File: src/hdl/pmq_pkg.sv
// ----------------------------------------------------------------------------
// Polynomial multiplier modulo q: package
// Field widths, stream packing positions, action codes and defaults.
// ----------------------------------------------------------------------------
package pmq_pkg;

  // Default sizing of the term stores.
  localparam int MAX_TERMS_DEF  = 32;
  localparam int COEFF_BITS_DEF = 16;

  // Field widths of the stream items and the modulus register.
  localparam int ACTION_W  = 2;
  localparam int IDX_W     = 5;
  localparam int VAL_W     = 16;
  localparam int CNT_W     = 6;
  localparam int OUT_IDX_W = 6;
  localparam int MOD_W     = 16;

  // Packing of the input tdata word, lowest field first.
  localparam int IDX_LSB   = 0;
  localparam int VAL_LSB   = IDX_LSB + IDX_W;
  localparam int FCNT_LSB  = VAL_LSB + VAL_W;
  localparam int SCNT_LSB  = FCNT_LSB + CNT_W;
  localparam int S_TDATA_W = 40;

  // Packing of the output tdata word: index, then value, then padding.
  localparam int M_TDATA_W = 24;

  // Reset value of the modulus register.
  localparam logic [MOD_W-1:0] MOD_RESET = 16'd2048;

  // Action codes carried in the input tuser field.
  localparam logic [ACTION_W-1:0] ACT_LOAD_FIRST  = 2'd0;
  localparam logic [ACTION_W-1:0] ACT_LOAD_SECOND = 2'd1;
  localparam logic [ACTION_W-1:0] ACT_MULTIPLY    = 2'd2;

endpackage

File: src/hdl/pmq_ram.sv
// ----------------------------------------------------------------------------
// Polynomial multiplier modulo q: simple dual-port RAM
// One write port and one read port, read data registered.
// ----------------------------------------------------------------------------
module pmq_ram #(
  parameter int AddrW = 5,
  parameter int DataW = 16
) (
  input  logic             clk_i,
  input  logic             we_i,
  input  logic [AddrW-1:0] waddr_i,
  input  logic [DataW-1:0] wdata_i,
  input  logic [AddrW-1:0] raddr_i,
  output logic [DataW-1:0] rdata_o
);

  logic [DataW-1:0] mem [2**AddrW];
  logic [DataW-1:0] rdata_q;

  // Write port.
  always_ff @(posedge clk_i) begin
    if (we_i) begin
      mem[waddr_i] <= wdata_i;
    end
  end

  // Registered read port.
  always_ff @(posedge clk_i) begin
    rdata_q <= mem[raddr_i];
  end

  assign rdata_o = rdata_q;

endmodule

File: src/hdl/pmq_mod_reduce.sv
// ----------------------------------------------------------------------------
// Polynomial multiplier modulo q: bit-serial modular reduction
// Reduces an exact coefficient sum modulo q, one sum bit per cycle.
// ----------------------------------------------------------------------------
module pmq_mod_reduce #(
  parameter int SumW = 37
) (
  input  logic                      clk_i,
  input  logic                      rst_ni,
  input  logic                      start_i,
  input  logic [SumW-1:0]           value_i,
  input  logic [pmq_pkg::MOD_W:0]   modulus_i,
  output logic                      done_o,
  output logic [pmq_pkg::MOD_W-1:0] rem_o
);
  import pmq_pkg::*;

  localparam int CntW = $clog2(SumW + 1);

  logic            busy_q;
  logic            done_q;
  logic [CntW-1:0] cnt_q;
  logic [SumW-1:0] sh_q;
  logic [MOD_W:0]  rem_q;
  logic [MOD_W:0]  trial;

  // Shift in the next sum bit; the partial remainder stays below q, so one
  // compare and subtract keeps it reduced.
  assign trial = {rem_q[MOD_W-1:0], sh_q[SumW-1]};

  always_ff @(posedge clk_i or negedge rst_ni) begin
    if (!rst_ni) begin
      busy_q <= 1'b0;
      done_q <= 1'b0;
      cnt_q  <= '0;
    end else begin
      done_q <= 1'b0;
      if (start_i) begin
        busy_q <= 1'b1;
        cnt_q  <= CntW'(SumW);
      end else if (busy_q) begin
        cnt_q <= cnt_q - CntW'(1);
        if (cnt_q == CntW'(1)) begin
          busy_q <= 1'b0;
          done_q <= 1'b1;
        end
      end
    end
  end

  // Remainder datapath.
  always_ff @(posedge clk_i) begin
    if (start_i) begin
      sh_q  <= value_i;
      rem_q <= '0;
    end else if (busy_q) begin
      sh_q  <= sh_q << 1;
      rem_q <= (trial >= modulus_i) ? trial - modulus_i : trial;
    end
  end

  assign done_o = done_q;
  assign rem_o  = rem_q[MOD_W-1:0];

endmodule

File: src/hdl/polynomial_multiply_mod_q.sv
// Operation: the time of a multiply of na by nb terms is set mostly by the
// bit-serial reduction of each coefficient sum, and each result is emitted
// through a read state and then a load state. One item is in work at a time.
// Reset clears control state and sets the modulus to 2048; the term stores
// are not cleared and hold unknown data until loaded.
// ----------------------------------------------------------------------------
// Polynomial multiplier modulo q: top level
// Schoolbook linear product of two stored operand polynomials, reduced mod q.
// ----------------------------------------------------------------------------
module polynomial_multiply_mod_q #(
  parameter int MAX_TERMS  = pmq_pkg::MAX_TERMS_DEF,
  parameter int COEFF_BITS = pmq_pkg::COEFF_BITS_DEF
) (
  input  logic                          clk_i,
  input  logic                          rst_ni,
  // Input items.
  input  logic                          s_axis_tvalid,
  output logic                          s_axis_tready,
  // Fields from bit 0: term_index, term_value, first_count, second_count.
  input  logic [pmq_pkg::S_TDATA_W-1:0] s_axis_tdata,
  // Fields from bit 0: action.
  input  logic [pmq_pkg::ACTION_W-1:0]  s_axis_tuser,
  // Result items.
  output logic                          m_axis_tvalid,
  input  logic                          m_axis_tready,
  // Fields from bit 0: out_index, out_value.
  output logic [pmq_pkg::M_TDATA_W-1:0] m_axis_tdata,
  // is_last.
  output logic                          m_axis_tlast,
  // Fields from bit 0: is_empty.
  output logic                          m_axis_tuser,
  // Modulus register write.
  input  logic                          cfg_we_i,
  input  logic [pmq_pkg::MOD_W-1:0]     cfg_wdata_i
);
  import pmq_pkg::*;

  localparam int TW     = (MAX_TERMS > 1) ? $clog2(MAX_TERMS) : 1;
  localparam int CW     = $clog2(MAX_TERMS + 1);
  localparam int KW     = $clog2(2 * MAX_TERMS);
  localparam int PROD_W = 2 * COEFF_BITS;
  localparam int SUM_W  = PROD_W + $clog2(MAX_TERMS);

  typedef enum logic [3:0] {
    S_IDLE,
    S_COEF,
    S_MAC,
    S_DRAIN,
    S_RED,
    S_EMIT_RD,
    S_EMIT_LD,
    S_EMPTY
  } state_e;

  state_e              state_q;
  logic [MOD_W-1:0]    modulus_q;
  logic [CW-1:0]       na_q, nb_q;
  logic [KW-1:0]       k_q, kend_q, top_q, n_q;
  logic [TW-1:0]       i_q, j_q, ihi_q;
  logic                found_q;
  logic                v1_q, v2_q;
  logic [PROD_W-1:0]   prod_q;
  logic [SUM_W-1:0]    acc_q;
  logic                m_valid_q;
  logic [OUT_IDX_W-1:0] out_idx_q;
  logic [MOD_W-1:0]    out_val_q;
  logic                out_last_q;
  logic                out_empty_q;

  // Input field unpacking.
  logic [ACTION_W-1:0] action;
  logic [IDX_W-1:0]    term_index;
  logic [VAL_W-1:0]    term_value;
  logic [CNT_W-1:0]    first_count, second_count;
  logic                in_accept;
  logic                in_range;

  assign action       = s_axis_tuser;
  assign term_index   = s_axis_tdata[IDX_LSB +: IDX_W];
  assign term_value   = s_axis_tdata[VAL_LSB +: VAL_W];
  assign first_count  = s_axis_tdata[FCNT_LSB +: CNT_W];
  assign second_count = s_axis_tdata[SCNT_LSB +: CNT_W];
  assign in_accept    = s_axis_tvalid && s_axis_tready;
  assign in_range     = 32'(term_index) < MAX_TERMS;

  // Counts saturate at the store depth.
  logic [CW-1:0] na_d, nb_d;
  logic [KW-1:0] kend_d;

  assign na_d   = (32'(first_count) > MAX_TERMS) ? CW'(MAX_TERMS) : CW'(first_count);
  assign nb_d   = (32'(second_count) > MAX_TERMS) ? CW'(MAX_TERMS) : CW'(second_count);
  assign kend_d = KW'(na_d) + KW'(nb_d) - KW'(2);

  // Range of first-operand indexes that contribute to coefficient k.
  logic [KW-1:0] na_k, nb_k, ilo, ihi;

  assign na_k = KW'(na_q);
  assign nb_k = KW'(nb_q);
  assign ilo  = (k_q >= nb_k) ? k_q - nb_k + KW'(1) : '0;
  assign ihi  = (k_q < na_k - KW'(1)) ? k_q : na_k - KW'(1);

  // Operand term stores.
  logic [COEFF_BITS-1:0] a_rdata, b_rdata;
  logic                  a_we, b_we;

  assign a_we = in_accept && (action == ACT_LOAD_FIRST) && in_range;
  assign b_we = in_accept && (action == ACT_LOAD_SECOND) && in_range;

  pmq_ram #(
    .AddrW (TW),
    .DataW (COEFF_BITS)
  ) u_first_ram (
    .clk_i   (clk_i),
    .we_i    (a_we),
    .waddr_i (TW'(term_index)),
    .wdata_i (COEFF_BITS'(term_value)),
    .raddr_i (i_q),
    .rdata_o (a_rdata)
  );

  pmq_ram #(
    .AddrW (TW),
    .DataW (COEFF_BITS)
  ) u_second_ram (
    .clk_i   (clk_i),
    .we_i    (b_we),
    .waddr_i (TW'(term_index)),
    .wdata_i (COEFF_BITS'(term_value)),
    .raddr_i (j_q),
    .rdata_o (b_rdata)
  );

  // Modular reduction of each finished coefficient sum.
  logic [MOD_W:0]   mod_eff;
  logic             red_start;
  logic             red_done;
  logic [MOD_W-1:0] red_rem;

  assign mod_eff   = (modulus_q == '0) ? {1'b1, {MOD_W{1'b0}}} : {1'b0, modulus_q};
  assign red_start = (state_q == S_DRAIN) && !v1_q && !v2_q;

  pmq_mod_reduce #(
    .SumW (SUM_W)
  ) u_reduce (
    .clk_i     (clk_i),
    .rst_ni    (rst_ni),
    .start_i   (red_start),
    .value_i   (acc_q),
    .modulus_i (mod_eff),
    .done_o    (red_done),
    .rem_o     (red_rem)
  );

  // Product coefficient store, read back in order for emission.
  logic             coef_we;
  logic [MOD_W-1:0] coef_rdata;

  assign coef_we = (state_q == S_RED) && red_done;

  pmq_ram #(
    .AddrW (KW),
    .DataW (MOD_W)
  ) u_coef_ram (
    .clk_i   (clk_i),
    .we_i    (coef_we),
    .waddr_i (k_q),
    .wdata_i (red_rem),
    .raddr_i (n_q),
    .rdata_o (coef_rdata)
  );

  logic out_free;
  assign out_free = !m_valid_q || m_axis_tready;

  // Sequencer: modulus register, coefficient loop, term-pair walk, emission and output register.
  always_ff @(posedge clk_i or negedge rst_ni) begin
    if (!rst_ni) begin
      state_q     <= S_IDLE;
      modulus_q   <= MOD_RESET;
      na_q        <= '0;
      nb_q        <= '0;
      k_q         <= '0;
      kend_q      <= '0;
      top_q       <= '0;
      n_q         <= '0;
      i_q         <= '0;
      j_q         <= '0;
      ihi_q       <= '0;
      found_q     <= 1'b0;
      m_valid_q   <= 1'b0;
      out_idx_q   <= '0;
      out_val_q   <= '0;
      out_last_q  <= 1'b0;
      out_empty_q <= 1'b0;
    end else begin
      if (cfg_we_i) begin
        modulus_q <= cfg_wdata_i;
      end
      if (m_valid_q && m_axis_tready) begin
        m_valid_q <= 1'b0;
      end
      unique case (state_q)
        S_IDLE: begin
          if (in_accept && (action == ACT_MULTIPLY)) begin
            na_q    <= na_d;
            nb_q    <= nb_d;
            kend_q  <= kend_d;
            k_q     <= '0;
            n_q     <= '0;
            found_q <= 1'b0;
            state_q <= ((na_d == '0) || (nb_d == '0)) ? S_EMPTY : S_COEF;
          end
        end
        S_COEF: begin
          i_q     <= TW'(ilo);
          j_q     <= TW'(k_q - ilo);
          ihi_q   <= TW'(ihi);
          state_q <= S_MAC;
        end
        S_MAC: begin
          if (i_q == ihi_q) begin
            state_q <= S_DRAIN;
          end else begin
            i_q <= i_q + TW'(1);
            j_q <= j_q - TW'(1);
          end
        end
        S_DRAIN: begin
          if (!v1_q && !v2_q) begin
            state_q <= S_RED;
          end
        end
        S_RED: begin
          if (red_done) begin
            if (red_rem != '0) begin
              top_q   <= k_q;
              found_q <= 1'b1;
            end
            if (k_q == kend_q) begin
              state_q <= (found_q || (red_rem != '0)) ? S_EMIT_RD : S_EMPTY;
            end else begin
              k_q     <= k_q + KW'(1);
              state_q <= S_COEF;
            end
          end
        end
        S_EMIT_RD: begin
          if (out_free) begin
            state_q <= S_EMIT_LD;
          end
        end
        S_EMIT_LD: begin
          m_valid_q   <= 1'b1;
          out_idx_q   <= OUT_IDX_W'(n_q);
          out_val_q   <= coef_rdata;
          out_last_q  <= (n_q == top_q);
          out_empty_q <= 1'b0;
          if (n_q == top_q) begin
            state_q <= S_IDLE;
          end else begin
            n_q     <= n_q + KW'(1);
            state_q <= S_EMIT_RD;
          end
        end
        S_EMPTY: begin
          // Wait for the output register to drain, then load the empty item.
          if (!m_valid_q) begin
            m_valid_q   <= 1'b1;
            out_idx_q   <= '0;
            out_val_q   <= '0;
            out_last_q  <= 1'b1;
            out_empty_q <= 1'b1;
            state_q     <= S_IDLE;
          end
        end
        default: state_q <= S_IDLE;
      endcase
    end
  end

  // Valid flags of the read and multiply stages.
  always_ff @(posedge clk_i or negedge rst_ni) begin
    if (!rst_ni) begin
      v1_q <= 1'b0;
      v2_q <= 1'b0;
    end else begin
      v1_q <= (state_q == S_MAC);
      v2_q <= v1_q;
    end
  end

  // Multiply-accumulate of the exact coefficient sum.
  always_ff @(posedge clk_i) begin
    if (v1_q) begin
      prod_q <= PROD_W'(a_rdata) * PROD_W'(b_rdata);
    end
    if (state_q == S_COEF) begin
      acc_q <= '0;
    end else if (v2_q) begin
      acc_q <= acc_q + SUM_W'(prod_q);
    end
  end

  // Port outputs.
  assign s_axis_tready = (state_q == S_IDLE);
  assign m_axis_tvalid = m_valid_q;
  assign m_axis_tdata  = {{(M_TDATA_W - OUT_IDX_W - MOD_W){1'b0}}, out_val_q, out_idx_q};
  assign m_axis_tlast  = out_last_q;
  assign m_axis_tuser  = out_empty_q;

endmodule

File: config.mk
export PLATFORM = sky130hd
export DESIGN_NAME = polynomial_multiply_mod_q
export DESIGN_NICKNAME = d
export VERILOG_FILES = /design/src/hdl/pmq_pkg.sv /design/src/hdl/pmq_ram.sv /design/src/hdl/pmq_mod_reduce.sv /design/src/hdl/polynomial_multiply_mod_q.sv
export SDC_FILE = /design/constraint.sdc
export NUM_CORES = 2
export LEC_CHECK = 0
export ABC_AREA = 1
export BUFFER_PORTS_ARGS = -buffer_cell sky130_fd_sc_hd__buf_2
export CAP_MARGIN = 10
export CORE_ASPECT_RATIO = 1.5
export CORE_MARGIN = 2
export CORE_UTILIZATION = 59
export CTS_BUF_LIST = sky130_fd_sc_hd__clkbuf_4 sky130_fd_sc_hd__clkbuf_8
export DETAILED_ROUTE_END_ITERATION = 7
export PLACE_DENSITY = 0.76
export SLEW_MARGIN = 20
export SYNTH_ARGS = -nofsm -noshare
export SYNTH_HDL_FRONTEND = slang
export SYNTH_SLANG_ARGS = --single-unit
export TNS_END_PERCENT = 20
File: constraint.sdc
create_clock -name clk_i -period 5.6 [get_ports clk_i]
set_input_delay 0.84 -clock clk_i [delete_from_list [all_inputs] [get_ports clk_i]]
set_output_delay 0.84 -clock clk_i [all_outputs]
set_load 0.01 [all_outputs]
## Word-level counts from Yosys, hierarchy flattened

Memory sizes are Yosys's and may differ from the RTL's. A register that Yosys moved wholly into a read port is not among the register bits.
Cells that the tools add are included.

- Equality and inequality tests: 23
- Reductions and logical operators: 34
- Multiplexer cells: 57
- Magnitude comparators: 5
- Add/sub/neg operators: 13
- Multiply operators: 1

Operator list:

| operator | count |
|---|---|
| $mux W37 | 2 |
| $mux W6 | 9 |
| $add A37 B32 Y37 | 1 |
| $pmux W6 S2 | 3 |
| $mul A16 B16 Y32 | 1 |
| $mux W16 | 2 |
| $pmux W16 S2 | 1 |
| $pmux W4 S8 | 1 |
| $mux W4 | 6 |
| $mux W5 | 4 |
| $pmux W5 S2 | 2 |
| $mux W1 | 18 |
| $ge A17 B17 Y1 | 1 |
| $mux W17 | 1 |
| $eq A4 B3 Y1 const B | 4 |
| $logic_not A16 Y1 | 1 |
| $reduce_bool A16 Y1 | 1 |
| $sub A16 B16 Y16 | 1 |
| $add A6 B1 Y6 const B | 2 |
| $eq A6 B6 Y1 | 2 |
| $gt A6 B6 Y1 const B | 2 |
| $logic_not A6 Y1 | 2 |
| $ne A2 B2 Y1 const B | 6 |
| $sub A6 B1 Y6 const B | 2 |
| 27 further kinds | 58 |

- Register bits: 229
- Memories kept: 3
- Output and inout port bits: 28
- Bits in writable memories: 2,048

Memory list:

| name | depth | width | rd ports | clocked after memory_dff | wr ports | RTL line | RTL |
|---|---|---|---|---|---|---|---|
| u_coef_ram.mem | 64 | 16 | 1 | 1 | 1 | pmq_ram.sv:17 | `logic [DataW-1:0] mem [2**AddrW];` |
| u_first_ram.mem | 32 | 16 | 1 | 1 | 1 | pmq_ram.sv:17 |  |
| u_second_ram.mem | 32 | 16 | 1 | 1 | 1 | pmq_ram.sv:17 |  |

## Logic depth before layout (Yosys ltp)

- Depth in word-level cells: 7
- Mapped depth: 27

## Cells and area by module

From an unflattened synthesis, not the netlist that was laid out.

- Cell total of the unflattened synthesis: 10,278
- Area total of the unflattened synthesis: 108,084.9 um2

By module, submodules not included:

| module | area each (um2) | cells an instance | instances |
|---|---|---|---|
| pmq_ram (u_first_ram ...) | 21,301.7 | 1,794 | 2 |
| pmq_ram (u_coef_ram) | 42,099.1 | 3,517 | 1 |
| polynomial_multiply_mod_q | 19,523.7 | 2,645 | 1 |
| pmq_mod_reduce | 3,858.7 | 528 | 1 |

## Least setup slack after synthesis

Ideal clock, no wire load.

- Kind: reg2reg
- Start: register u_first_ram.rdata_q[7] (netlist: u_first_ram.rdata_o[7]), read port of u_first_ram.mem
- End: register prod_q[31] (data pin)
- Cell stages (with the launch flop): 25
- Setup time: 0.252 ns
- Slack: 0.124 ns
- Data arrival time: 5.224 ns
- Required time: 5.348 ns
- Buffers on the path: 2
- Path through: dfxtp_1 clkbuf_1 clkbuf_1 nand2_1 fa_1 inv_1 fa_1 inv_1 fa_1 inv_1 fa_1 fa_1 inv_1 fa_1 inv_1 ha_1 a21oi_1 a21boi_0 o21ai_0 nand2_1 nand3_1 nand2_1 nand2_1 nand2_1 nand2_1

- Longest elaborated chain between the ends: 1

RTL lines:

| what | RTL line | RTL |
|---|---|---|
| start, declared | pmq_ram.sv:18 | `logic [DataW-1:0] rdata_q;` |
| $mul A16 B16 Y32 | polynomial_multiply_mod_q.sv:295 | `prod_q <= PROD_W'(a_rdata) * PROD_W'(b_rdata);` |
| end signal, assigned | polynomial_multiply_mod_q.sv:295 |  |
| end, declared | polynomial_multiply_mod_q.sv:62 | `logic [PROD_W-1:0] prod_q;` |

No other way between the ends.
A chain may end at the register's enable or synchronous reset.

## Worst setup path in the final report

- Start: register u_first_ram.rdata_q[10] (netlist: u_first_ram.rdata_o[10]), read port of u_first_ram.mem
- End: register prod_q[12] (data pin)

The elaborated chain is that of the path after synthesis.

==> impl_metrics.csv <==
group,metric,value,unit
status,run_status,"complete, but fails checks",
status,violations,"DRC",
floorplanning,row_count,189,
setup_path,worst-path-max-fanout,15,
yosys,synthXorXnorAreaFrac,0.00644,
job,drv_cap,0,
yosys,async_flop_share,0.0456,
cells_and_area,fill_cells,13085,
global_routing,grt_pass1_vias,72865,
cts,clock-sinks,2324,
global_routing,grt_pass1_wl,418000,um
yosys,synth_fa_ha_area_frac,0.0609,
yosys,synth_warnings,0,
yosys,ys_seq_area_frac,0.652,
drt,drt_iter0_drc,8192,
yosys,synth_edf_count,2117,
yosys,synth_compound_area_frac,0.108,
cells_and_area,stdcell_count,11965,
yosys,synth_top_cell_area_share,0.608,
floorplanning,die_x,348,um
cts,htreeDepth,5,
cells_and_area,drive_above_1_share,0.107,
yosys,netlist_instances,9237,
cts,cts_tree,"done",
sta,slew_violations,0,
cts,clkLatencyLatePin,1.00,ns
setup_path,path_class,"register to register",
worst_hold_path,hp-class,"input pin to register",
sta,finalCriticalPeriod,5.37,ns
cts,numCtsBuffers,336,
yosys,synthFlopType,"edfxtp_1",
global_routing,track_usage,0.303,
cts,cts_setup_buffers,0,
yosys,synthSimpleGateAreaFrac,0.123,
setup_path,crit_required,6.24,ns
global_routing,grt_max_degree,237,
sta,rsz0062_at_grt,"true",
sta,slew_headroom,0.234,
placed_design,hpwl,170000,um
cts,ctsLongestPathBuffers,4,
floorplanning,core_area,176000,um^2
cells_and_area,regArea,68300,um^2
yosys,syn_area_per_cell,11.3,um^2
sta,fin_setup_tns,0,ns
yosys,synth_mux_area_frac,0.000108,
drt,drc_errors,2,
sta,setup_violations,0,
setup_path,r2r-end,"prod_q[12]",
placed_design,placedCellCount,11361,
setup_path,rr_worst_depth,17,
yosys,synth_top_family_by_area,"simple AND/OR/NAND/NOR gates",
floorplanning,ioPinCount,91,
worst_hold_path,worstHoldStart,"cfg_wdata_i[11]",
cells_and_area,area_growth,9.72,%
yosys,synth_top_area_cell,"edfxtp_1",
cells_and_area,finalNetCount,9860,
setup_path,setup.worst_path.end_class,"register",
worst_hold_path,hold_path_end,"modulus_q[11]",
drt,avgRoutedWirePerCell,23.2,um
yosys,synth.distinct_cells,56,
yosys,ys_ff_latch,2324,
setup_path,crit_arrival,6.00,ns
floorplanning,dieArea,181000,um^2
cts,path_clk_slew,0.06,ns
sta,hold_violations,0,
yosys,synth.area.top_cells,"edfxtp_1 (61%), nor2_1 (5.3%), o21ai_0 (5.2%), nand2_1 (4.5%), fa_1 (3.8%)",
sta,fin_skew,0.122,ns
setup_path,reg2reg_setup_slack,0.23,ns
drt,routed_wl,277000,um
setup_path,r2r_start,"u_first_ram.rdata_o[10]",
drt,dr_total_vias,72649,
drt,routed_via_density,6.07,
yosys,synth_area,105000,um^2
drt,drtAntennaViolNets,0,
placed_design,io_buffers,81,
global_routing,overflow,0,
cells_and_area,multi_input_area,31400,um^2
setup_path,start_kind,"register",
sta,fmax,186,MHz
drt,dr.pass1.iters,8,
worst_hold_path,hold_path_depth,3,
placed_design,place_congestion,0.934,
floorplanning,initial_core_util,0.593,
sta,period_share,0.958,
sta,tightest_slew,1.15,ns
floorplanning,fp.dieH,520,um
global_routing,antenna_found_initial,11,
cts,cts_root_buf,"clkbuf_8",
critical path, stage by stage (launching register included):
cell     delay (ns)
dfxtp_1        0.38
buf_12         0.17
nand2_1        0.09
fa_1           0.50
fa_1           0.56
fa_1           0.45
fa_1           0.54
inv_1          0.05
fa_1           0.47
inv_1          0.05
fa_1           0.48
inv_1          0.04
ha_1           0.30
a21o_1         0.19
a31oi_1        0.31
nand2_1        0.20
buf_4          0.18
xor2_1         0.14
cells in the final DEF (no fill, tap or decap), drive strengths merged, types with 60 or more instances in the layout:
cell type     n
nand4        64
clkinv      113
o22ai       231
nand2      1255
buf         373
edfxtp     2117
o211ai      180
nand3       342
ha          189
dfrtp       105
xor2         60
fa          200
a21oi       165
inv         710
dfxtp       101
o21ai      1218
nor2       1479
o221ai      112
clkbuf      468
stage by stage:
step           worst slack [ns]  hold slack [ns]  cell area, um^2  utilization
6_report                  0.232            0.199           115000        0.651
5_1_grt                 -0.0445            0.196           115000        0.651
4_1_cts                  0.0165            0.138           115000        0.650
3_5_place_dp             -0.119            0.445           108000        0.612
3_3_place_gp             -0.142            0.440           108000        0.612
2_1_floorplan             0.124            0.433           105000            -
cells in the mapped netlist (3+ instances only):
cell type / instances
o221ai_1: 112
nor4_1: 9
xnor2_1: 17
xor2_1: 60
buf_6: 18
nor2_4: 3
nor2_2: 6
nand2_1: 1251
nand2_2: 3
inv_2: 12
nand3_1: 340
a31oi_1: 3
o21a_1: 16
ha_1: 189
nand4_1: 64
a21oi_1: 165
o21bai_1: 21
o22ai_1: 231
nor3_1: 36
o21ai_2: 7
clkbuf_1: 340
dfxtp_1: 101
buf_1: 16
or2_2: 12
o211ai_1: 180
and2_1: 3
dfrtp_1: 105
o21ai_1: 115
o21ai_0: 1096
edfxtp_1: 2117
nor3_2: 3
inv_1: 686
nand3b_1: 7
fa_1: 200
a21o_1: 9
buf_2: 126
a22o_1: 16
buf_4: 41
nor2_1: 1469
clkinv_1: 11
layout make-up:
cell class | count | area share
clock buffer | 468 | 0.0498
clock inverter | 128 | 0.00767
multi-input combinational | 5661 | 0.274
tap | 2292 | 0.0250
sequential | 2324 | 0.595
timing repair buffer | 374 | 0.0254
antenna | 7 | 0.000153
inverter | 711 | 0.0234
state kept, by name (all words and copies together), names as in the netlist, 32 cells and up:
| register | flops |
|---|---|
| u_first_ram.mem | 512 |
| u_reduce.sh_q | 37 |
| u_second_ram.mem | 512 |
| u_coef_ram.mem | 1024 |
| acc_q | 37 |
| prod_q | 32 |
routing by layer:
metal,GRT usage,share of wire,vias to the layer above
met5,0,0.000090,-
met4,0.176,0.062,4
met3,0.0490,0.088,774
met2,0.516,0.49,3820
met1,0.365,0.36,35378
li1,-,-,32673
worst max path at each step:
stage,startpoint,to
2_1_floorplan,u_first_ram.rdata_o[7],prod_q[31]
3_3_place_gp,u_first_ram.rdata_o[8],prod_q[30]
3_5_place_dp,u_first_ram.rdata_o[8],prod_q[30]
4_1_cts,u_first_ram.rdata_o[8],prod_q[30]
5_1_grt,u_first_ram.rdata_o[8],prod_q[30]
6_report,u_first_ram.rdata_o[10],prod_q[12]
cell families (layout without fill, tap and decap cells):
group,count (synthesis),count (layout)
mux,1,1
other cells,1,9
flops,2324,2324
fa+ha+maj,389,389
xor+xnor,77,77
compound gates,1978,1978
buf+inv,1253,1681
simple gates,3214,3214
timing repair:
item	4_1_cts	5_1_grt
gates cloned	0	0
resized for setup	5	35
endpoints found under the setup margin	5	18
hold buffers	1	0
endpoints found under the hold margin	7	0
pin swaps	0	4
Power is left out: the tool's default activity adds up to more than one toggle a clock period on the data nets, which glitch-free logic cannot reach.
